==> src/skf3_pkg.sv <==
// Shared types, constants and sequencer states of the three-axis scalar Kalman filter.
package skf3_pkg;

    localparam int NUM_AXES_DEF = 3;
    localparam int CFG_ADDR_W   = 3;
    localparam int DIV_STEPS    = 24;

    localparam logic [24:0] GAIN_ONE  = 25'd16777216;
    localparam logic [31:0] COV_RESET = 32'd335544;
    localparam logic [31:0] Q_RESET   = 32'd16777;
    localparam logic [31:0] R_RESET   = 32'd9110028;

    localparam logic REG_PROCESS_NOISE = 1'b0;
    localparam logic REG_MEASURE_NOISE = 1'b1;

    typedef struct packed {
        logic [1:0]         axis;
        logic signed [15:0] measurement;
    } in_t;

    typedef struct packed {
        logic [1:0]         axis_out;
        logic signed [31:0] estimate;
        logic [24:0]        gain;
    } out_t;

    typedef enum logic [3:0] {
        S_IDLE,
        S_PRED,
        S_DENOM,
        S_DIV_INIT,
        S_DIV,
        S_MX_LO,
        S_MX_HI,
        S_MX_SUM,
        S_EST,
        S_PSUM,
        S_PUT
    } state_t;

endpackage

==> src/scalar_kalman_filter_3axis.sv <==
// Top level of the three-axis scalar Kalman filter with a shared divider and multiplier.
//
// A request on the s_ channel carries an axis number and a signed 16-bit sample.
// The block predicts that axis's covariance, divides for the gain with a radix-2
// restoring divider, and then runs four passes of one shared
// 18 x 26 multiplier to update the estimate and the covariance.
// Each request yields exactly one result on the m_ channel: the axis, the new
// Q15.16 estimate and the Q1.24 gain. A request for an axis at or above NUM_AXES
// leaves all state alone and returns an estimate and a gain of zero.
// The divider is skipped and the gain is one when R is zero or the predicted covariance
// is at its maximum; a request for an absent axis goes straight to the result. s_ready
// is high only while the sequencer is idle, so a new request is not taken before the
// last one has reached the output register.
// The result sits in an output register, so the next
// request is accepted while an earlier result still waits for m_ready; if the
// receiver stalls longer, the following result is held until the register frees.
// The APB port sets process noise Q at address 0 and measurement noise R at
// address 4, both unsigned Q8.24; write them only while the block is idle.
// Synchronous reset restores Q and R to their defaults, all estimates to zero
// and all covariances to 0.02, and drops m_valid.
module scalar_kalman_filter_3axis #(
    parameter int NUM_AXES = skf3_pkg::NUM_AXES_DEF
) (
    input  logic                              aclk,
    input  logic                              aresetn,
    input  logic                              s_valid,
    output logic                              s_ready,
    input  skf3_pkg::in_t                     s_data,
    output logic                              m_valid,
    input  logic                              m_ready,
    output skf3_pkg::out_t                    m_data,
    input  logic                              psel,
    input  logic                              penable,
    input  logic                              pwrite,
    input  logic [skf3_pkg::CFG_ADDR_W-1:0]   paddr,
    input  logic [31:0]                       pwdata,
    output logic [31:0]                       prdata,
    output logic                              pready
);
    import skf3_pkg::*;

    localparam int IDX_W = (NUM_AXES > 1) ? $clog2(NUM_AXES) : 1;

    state_t state_reg, state_next;

    logic [31:0]        q_reg, r_reg;
    logic signed [31:0] est_mem_reg [NUM_AXES];
    logic [31:0]        cov_mem_reg [NUM_AXES];

    logic [1:0]         axis_reg, axis_next;
    logic [IDX_W-1:0]   idx_reg, idx_next;
    logic signed [15:0] meas_reg, meas_next;
    logic signed [31:0] x_reg, x_next;
    logic [31:0]        p_pred_reg, p_pred_next;
    logic [31:0]        den_reg, den_next;
    logic signed [32:0] innov_reg, innov_next;
    logic [31:0]        rem_reg, rem_next;
    logic [23:0]        quo_reg, quo_next;
    logic [4:0]         cnt_reg, cnt_next;
    logic [24:0]        gain_reg, gain_next;
    logic signed [43:0] prod_reg, prod_next;
    logic signed [57:0] acc_reg, acc_next;
    logic signed [31:0] est_reg, est_next;
    logic               m_valid_reg, m_valid_next;
    out_t               m_data_reg, m_data_next;

    logic               s_fire, axis_ok, out_free, cfg_wr;
    logic [31:0]        axis_ext;
    logic [32:0]        sum_pq, sum_pr, rem_dbl;
    logic               div_ge;
    logic signed [17:0] mul_a;
    logic signed [25:0] mul_b;
    logic [24:0]        one_minus_gain;
    logic signed [57:0] prod_ext, acc_plus_hi;
    logic signed [34:0] est_sum;
    logic [31:0]        cov_new;

    assign s_ready  = (state_reg == S_IDLE);
    assign s_fire   = s_valid && s_ready;
    assign axis_ext = 32'(s_data.axis);
    assign axis_ok  = (axis_ext < 32'(NUM_AXES));
    assign out_free = !m_valid_reg || m_ready;
    assign m_valid  = m_valid_reg;
    assign m_data   = m_data_reg;

    assign pready = 1'b1;
    assign cfg_wr = psel && penable && pwrite;
    assign prdata = (paddr[2] == REG_MEASURE_NOISE) ? r_reg : q_reg;

    assign sum_pq  = {1'b0, cov_mem_reg[idx_reg]} + {1'b0, q_reg};
    assign sum_pr  = {1'b0, p_pred_reg} + {1'b0, r_reg};
    assign rem_dbl = {rem_reg, 1'b0};
    assign div_ge  = (rem_dbl >= {1'b0, den_reg});

    assign one_minus_gain = GAIN_ONE - gain_reg;

    always_comb begin
        unique case (state_reg)
            S_MX_LO: begin
                mul_a = {1'b0, innov_reg[16:0]};
                mul_b = {1'b0, gain_reg};
            end
            S_MX_HI: begin
                mul_a = 18'($signed(innov_reg[32:17]));
                mul_b = {1'b0, gain_reg};
            end
            S_MX_SUM: begin
                mul_a = {1'b0, p_pred_reg[16:0]};
                mul_b = {1'b0, one_minus_gain};
            end
            default: begin
                mul_a = {3'b000, p_pred_reg[31:17]};
                mul_b = {1'b0, one_minus_gain};
            end
        endcase
    end

    assign prod_ext    = 58'(prod_reg);
    assign acc_plus_hi = acc_reg + (prod_ext <<< 17);
    assign est_sum     = 35'(x_reg) + 35'($signed(acc_reg[57:24]));
    assign cov_new     = acc_plus_hi[55:24];

    always_comb begin
        state_next = state_reg;
        unique case (state_reg)
            S_IDLE: begin
                if (s_fire) begin
                    state_next = axis_ok ? S_PRED : S_PUT;
                end
            end
            S_PRED:     state_next = S_DENOM;
            S_DENOM:    state_next = S_DIV_INIT;
            S_DIV_INIT: state_next = (p_pred_reg >= den_reg) ? S_MX_LO : S_DIV;
            S_DIV: begin
                if (cnt_reg == 5'(DIV_STEPS - 1)) begin
                    state_next = S_MX_LO;
                end
            end
            S_MX_LO:  state_next = S_MX_HI;
            S_MX_HI:  state_next = S_MX_SUM;
            S_MX_SUM: state_next = S_EST;
            S_EST:    state_next = S_PSUM;
            S_PSUM:   state_next = S_PUT;
            S_PUT: begin
                if (out_free) begin
                    state_next = S_IDLE;
                end
            end
            default:  state_next = S_IDLE;
        endcase
    end

    always_comb begin
        axis_next    = axis_reg;
        idx_next     = idx_reg;
        meas_next    = meas_reg;
        x_next       = x_reg;
        p_pred_next  = p_pred_reg;
        den_next     = den_reg;
        innov_next   = innov_reg;
        rem_next     = rem_reg;
        quo_next     = quo_reg;
        cnt_next     = cnt_reg;
        gain_next    = gain_reg;
        prod_next    = mul_a * mul_b;
        acc_next     = acc_reg;
        est_next     = est_reg;
        m_valid_next = m_valid_reg && !m_ready;
        m_data_next  = m_data_reg;
        unique case (state_reg)
            S_IDLE: begin
                if (s_fire) begin
                    axis_next = s_data.axis;
                    idx_next  = axis_ext[IDX_W-1:0];
                    meas_next = s_data.measurement;
                    gain_next = '0;
                    est_next  = '0;
                end
            end
            S_PRED: begin
                p_pred_next = sum_pq[32] ? 32'hFFFF_FFFF : sum_pq[31:0];
                x_next      = est_mem_reg[idx_reg];
            end
            S_DENOM: begin
                den_next   = sum_pr[32] ? 32'hFFFF_FFFF : sum_pr[31:0];
                innov_next = {meas_reg[15], meas_reg, 16'h0000} - 33'(x_reg);
            end
            S_DIV_INIT: begin
                gain_next = GAIN_ONE;
                rem_next  = p_pred_reg;
                quo_next  = '0;
                cnt_next  = '0;
            end
            S_DIV: begin
                rem_next  = div_ge ? 32'(rem_dbl - {1'b0, den_reg}) : rem_dbl[31:0];
                quo_next  = {quo_reg[22:0], div_ge};
                cnt_next  = cnt_reg + 5'd1;
                gain_next = {1'b0, quo_reg[22:0], div_ge};
            end
            S_MX_HI:  acc_next = prod_ext;
            S_MX_SUM: acc_next = acc_plus_hi;
            S_EST: begin
                acc_next = prod_ext;
                if (est_sum > 35'sh0_7FFF_FFFF) begin
                    est_next = 32'sh7FFF_FFFF;
                end else if (est_sum < -35'sh0_8000_0000) begin
                    est_next = 32'sh8000_0000;
                end else begin
                    est_next = est_sum[31:0];
                end
            end
            S_PUT: begin
                if (out_free) begin
                    m_valid_next         = 1'b1;
                    m_data_next.axis_out = axis_reg;
                    m_data_next.estimate = est_reg;
                    m_data_next.gain     = gain_reg;
                end
            end
            default: begin
            end
        endcase
    end

    always_ff @(posedge aclk) begin
        if (!aresetn) begin
            state_reg   <= S_IDLE;
            m_valid_reg <= 1'b0;
            q_reg       <= Q_RESET;
            r_reg       <= R_RESET;
            for (int i = 0; i < NUM_AXES; i++) begin
                est_mem_reg[i] <= '0;
                cov_mem_reg[i] <= COV_RESET;
            end
        end else begin
            state_reg   <= state_next;
            m_valid_reg <= m_valid_next;
            if (cfg_wr) begin
                if (paddr[2] == REG_MEASURE_NOISE) begin
                    r_reg <= pwdata;
                end else begin
                    q_reg <= pwdata;
                end
            end
            if (state_reg == S_PSUM) begin
                est_mem_reg[idx_reg] <= est_reg;
                cov_mem_reg[idx_reg] <= cov_new;
            end
        end
    end

    always_ff @(posedge aclk) begin
        axis_reg   <= axis_next;
        idx_reg    <= idx_next;
        meas_reg   <= meas_next;
        x_reg      <= x_next;
        p_pred_reg <= p_pred_next;
        den_reg    <= den_next;
        innov_reg  <= innov_next;
        rem_reg    <= rem_next;
        quo_reg    <= quo_next;
        cnt_reg    <= cnt_next;
        gain_reg   <= gain_next;
        prod_reg   <= prod_next;
        acc_reg    <= acc_next;
        est_reg    <= est_next;
        m_data_reg <= m_data_next;
    end

    a_div_rem_below: assert property (@(posedge aclk) disable iff (!aresetn)
        (state_reg == S_DIV) |-> (rem_reg < den_reg))
        else $error("Divider remainder is not below the denominator.");

    a_gain_bounded: assert property (@(posedge aclk) disable iff (!aresetn)
        (state_reg == S_MX_LO) |-> (gain_reg <= GAIN_ONE))
        else $error("Gain exceeds one.");

    a_bad_axis_skips: assert property (@(posedge aclk) disable iff (!aresetn)
        (s_fire && !axis_ok) |=> (state_reg == S_PUT && gain_reg == '0 && est_reg == '0))
        else $error("Request for an absent axis did not go straight to the result.");

    a_cov_shrinks: assert property (@(posedge aclk) disable iff (!aresetn)
        (state_reg == S_PSUM) |-> (cov_new <= p_pred_reg))
        else $error("Updated covariance exceeds the predicted covariance.");

    a_reset_clears_out: assert property (@(posedge aclk)
        !aresetn |=> !m_valid_reg)
        else $error("Result valid survived reset.");

endmodule
==> config.mk <==
export PLATFORM = sky130hd
export DESIGN_NAME = scalar_kalman_filter_3axis
export DESIGN_NICKNAME = d
export VERILOG_FILES = /design/src/skf3_pkg.sv /design/src/scalar_kalman_filter_3axis.sv
export SDC_FILE = /design/constraint.sdc
export NUM_CORES = 2
export LEC_CHECK = 0
export BUFFER_PORTS_ARGS = -buffer_cell sky130_fd_sc_hd__buf_2
export CAP_MARGIN = 40
export CORE_MARGIN = 4
export CORE_UTILIZATION = 35
export DETAILED_ROUTE_END_ITERATION = 7
export HOLD_SLACK_MARGIN = 0.03
export PLACE_DENSITY = 0.47
export SKIP_CTS_REPAIR_TIMING = 1
export SYNTH_ARGS = -nofsm -noshare
export SYNTH_HDL_FRONTEND = slang
export SYNTH_SLANG_ARGS = --single-unit
==> constraint.sdc <==
create_clock -name aclk -period 11 [get_ports aclk]
set_input_delay 1.1 -clock aclk [delete_from_list [all_inputs] [get_ports aclk]]
set_output_delay 1.1 -clock aclk [all_outputs]
set_load 0.03 [all_outputs]
==> metrics.txt <==
largest family of logic cells by synthesized area adder cells; syn nets 6033; die area 159000 um2; via count 38.7k; WL/cell 22.5 um; post-synthesis adder-cell area fraction 22.5%; Slew headroom 37.7%; placed cell areas 57500 um2; Root Buffer clkbuf_16; Remaining DRCs 0; crit path launch type flip-flop; Ant. Diodes 0; RSZ-0062 raised after global routing false; vias per cell 5.15; CORE AREA 152000 um2; Worst Setup End Kind flip-flop; Synth Register Bits 735; xor/xnor share of the synthesized area 4.08%; H-tree depth 3; sequential cell area 20900 um2; Area Growth Syn to Fin 12.5%; Worst Path Required 11.58 ns; clock-pin slew on the worst setup and hold paths 0.06 ns; Die Wd 399 um; max cap viols 0; Tcrit/Tclk final 89.0%; routability cong. 0.896; layout cells sized above 1 10.6%; die extent in y 399 um; Detail Route Antenna Nets 0; number of global-route vias before repair 38.4k; fin. max-slew vios 0; CTS buffer count 83; final WL 169000 um; first-pass GRT wire length 254000 um; Avg Synthesized Cell Area 10.2 um2; layout filler cell count 15.1k; Overall Global Routing Usage 21.3%; top cells by area, synth edfxtp_1 (35%), fa_1 (14%), ha_1 (8.6%), nand2_1 (4.9%), inv_1 (4.3%); CTS tree built; WP data arrival 10.37 ns; Netlist cell types 88; I/O pin count 154; outcome complete, no violations; CP peak stage delay 0.62 ns; proportion of netlist area held by the largest area contributor 34.7%; Final #Nets 6212; area of the multi-input gates 29700 um2; main flop type after synthesis edfxtp_1; cell with the most instances after synthesis nand2_1; Most common cell on crit path fa_1; Post-Synth Simple-Gate Area 14.1%; Buf/Inv on CP 5; Syn Inst Count 5232; Synth Area in Compound Gates 10.8%; final hold vios 0; multiplexer share of the synthesized area 3.61%; synth cell count leaders nand2_1 (705), edfxtp_1 (620), inv_1 (619); port bufs 150; clock tree sinks 735; Seq/Total Area, Yosys 39.0%; Max clock buf depth 3; initial antenna violation count 4; Crit-path slowest cell fa_1; area leader, netlist edfxtp_1; post-layout min period 9.79 ns; gr ovfl total 0; Pre-antenna DRT Iters 6; initial DRC count 2641; Clock Skews 0.0400 ns; Final setup viols 0; Post-DP HPWL 130000 um; critical path class flip-flop to flip-flop; Finished Cell Area 60300 um2; cell family with the largest share of critical-path delay adder cells; Ys Warns 0; largest net degree at the start of global routing 70; crit path max fanout 10; Post-synth EDFFs 620; Initial Util 35.2%; worst skew pair latency 0.70 ns; Rows 143; Post-Syn Area 53600 um2; Async S/R FF share, synth 0%; setup total negative slack 0 ns; Worst Max-Slew Pin Slew 0.934 ns; Hold/Removal Path Class flip-flop to flip-flop; Fmax achieved 102 MHz
==> worst paths after layout <==
check | startpoint | end | slack, ns | cells after the start
max | gain_reg[3] | prod_reg[40] | 1.21 | 31
min | r_reg[18] | r_reg[18] | 0.50 | 2
max reg2reg | gain_reg[3] | prod_reg[40] | 1.21 | 31
min reg2reg | r_reg[18] | r_reg[18] | 0.50 | 2
==> per-layer routing <==
metal	vias up	wire (um)	part of all wire, %	global-route usage [%]
li1	18200	-	-	-
met1	19400	80500	48	31.2
met2	902	77600	46	34.1
met3	158	7240	4.3	2.30
met4	0	3490	2.1	4.49
met5	-	0	0	0
==> stage by stage <==
step,cells,util (%),hold WS (ns),worst slack [ns]
floorplan,5232,-,0.424,2.76
CTS,7508,39.6,0.501,1.25
global route,7508,39.6,0.523,0.721
detailed placement,7356,37.8,0.493,1.30
global placement,7314,37.5,0.486,1.09
finish,7508,39.6,0.498,1.21
==> cells in the final DEF (no fill, tap or decap), types with 12 or more instances in the layout <==
cell type  count
a211oi_1      21
a21boi_0      67
a21o_1       115
a21oi_1      222
a31oi_1       29
a32oi_1       12
and2_1       158
and3_1        22
and4_1        15
buf_2        151
buf_4        124
clkbuf_1      15
clkbuf_16     87
clkinv_1      14
dfxtp_1      114
edfxtp_1     620
fa_1         373
ha_1         368
inv_1        618
mux2_2        35
mux4_2        64
nand2_1      702
nand2b_1      40
nand3_1       64
nand3b_1      12
nand4_1       48
nor2_1       479
nor2b_1       29
nor3_1        56
o211ai_1      26
o21a_1        29
o21ai_0      204
o21ai_1       15
o21bai_1      30
o31ai_1       17
or3_1         18
xnor2_1      138
xor2_1        99
==> worst reg2reg max path: cells and delay by family, from the launching register on <==
| kind | cells | cell delay, ns |
|---|---|---|
| compound gates | 5 | 1.52 |
| simple gates | 13 | 3.05 |
| flops | 1 | 0.52 |
| buf+inv | 5 | 0.40 |
| xor+xnor | 1 | 0.55 |
| fa+ha+maj | 7 | 3.65 |
==> cell families after synthesis <==
kind of cell               Yosys count
AOI/OAI and AO/OA                  891
muxes                              109
DFF                                735
other                                1
xor gates and xnor gates           243
and+or+nand+nor                   1693
buffers and inverters              819
adders and majority gates          741
==> layout make-up <==
cell class                 instances  area share [%]
inverter                         620            3.86
clock inverter                    41           0.745
clock buffer                     111            3.89
multi-input combinational       3678            49.2
timing repair buffer             293            3.34
sequential                       735            34.7
tap                             2030            4.21
Power is left out: the tool's default activity adds up to more than one toggle a clock period on the data nets, which glitch-free logic cannot reach.
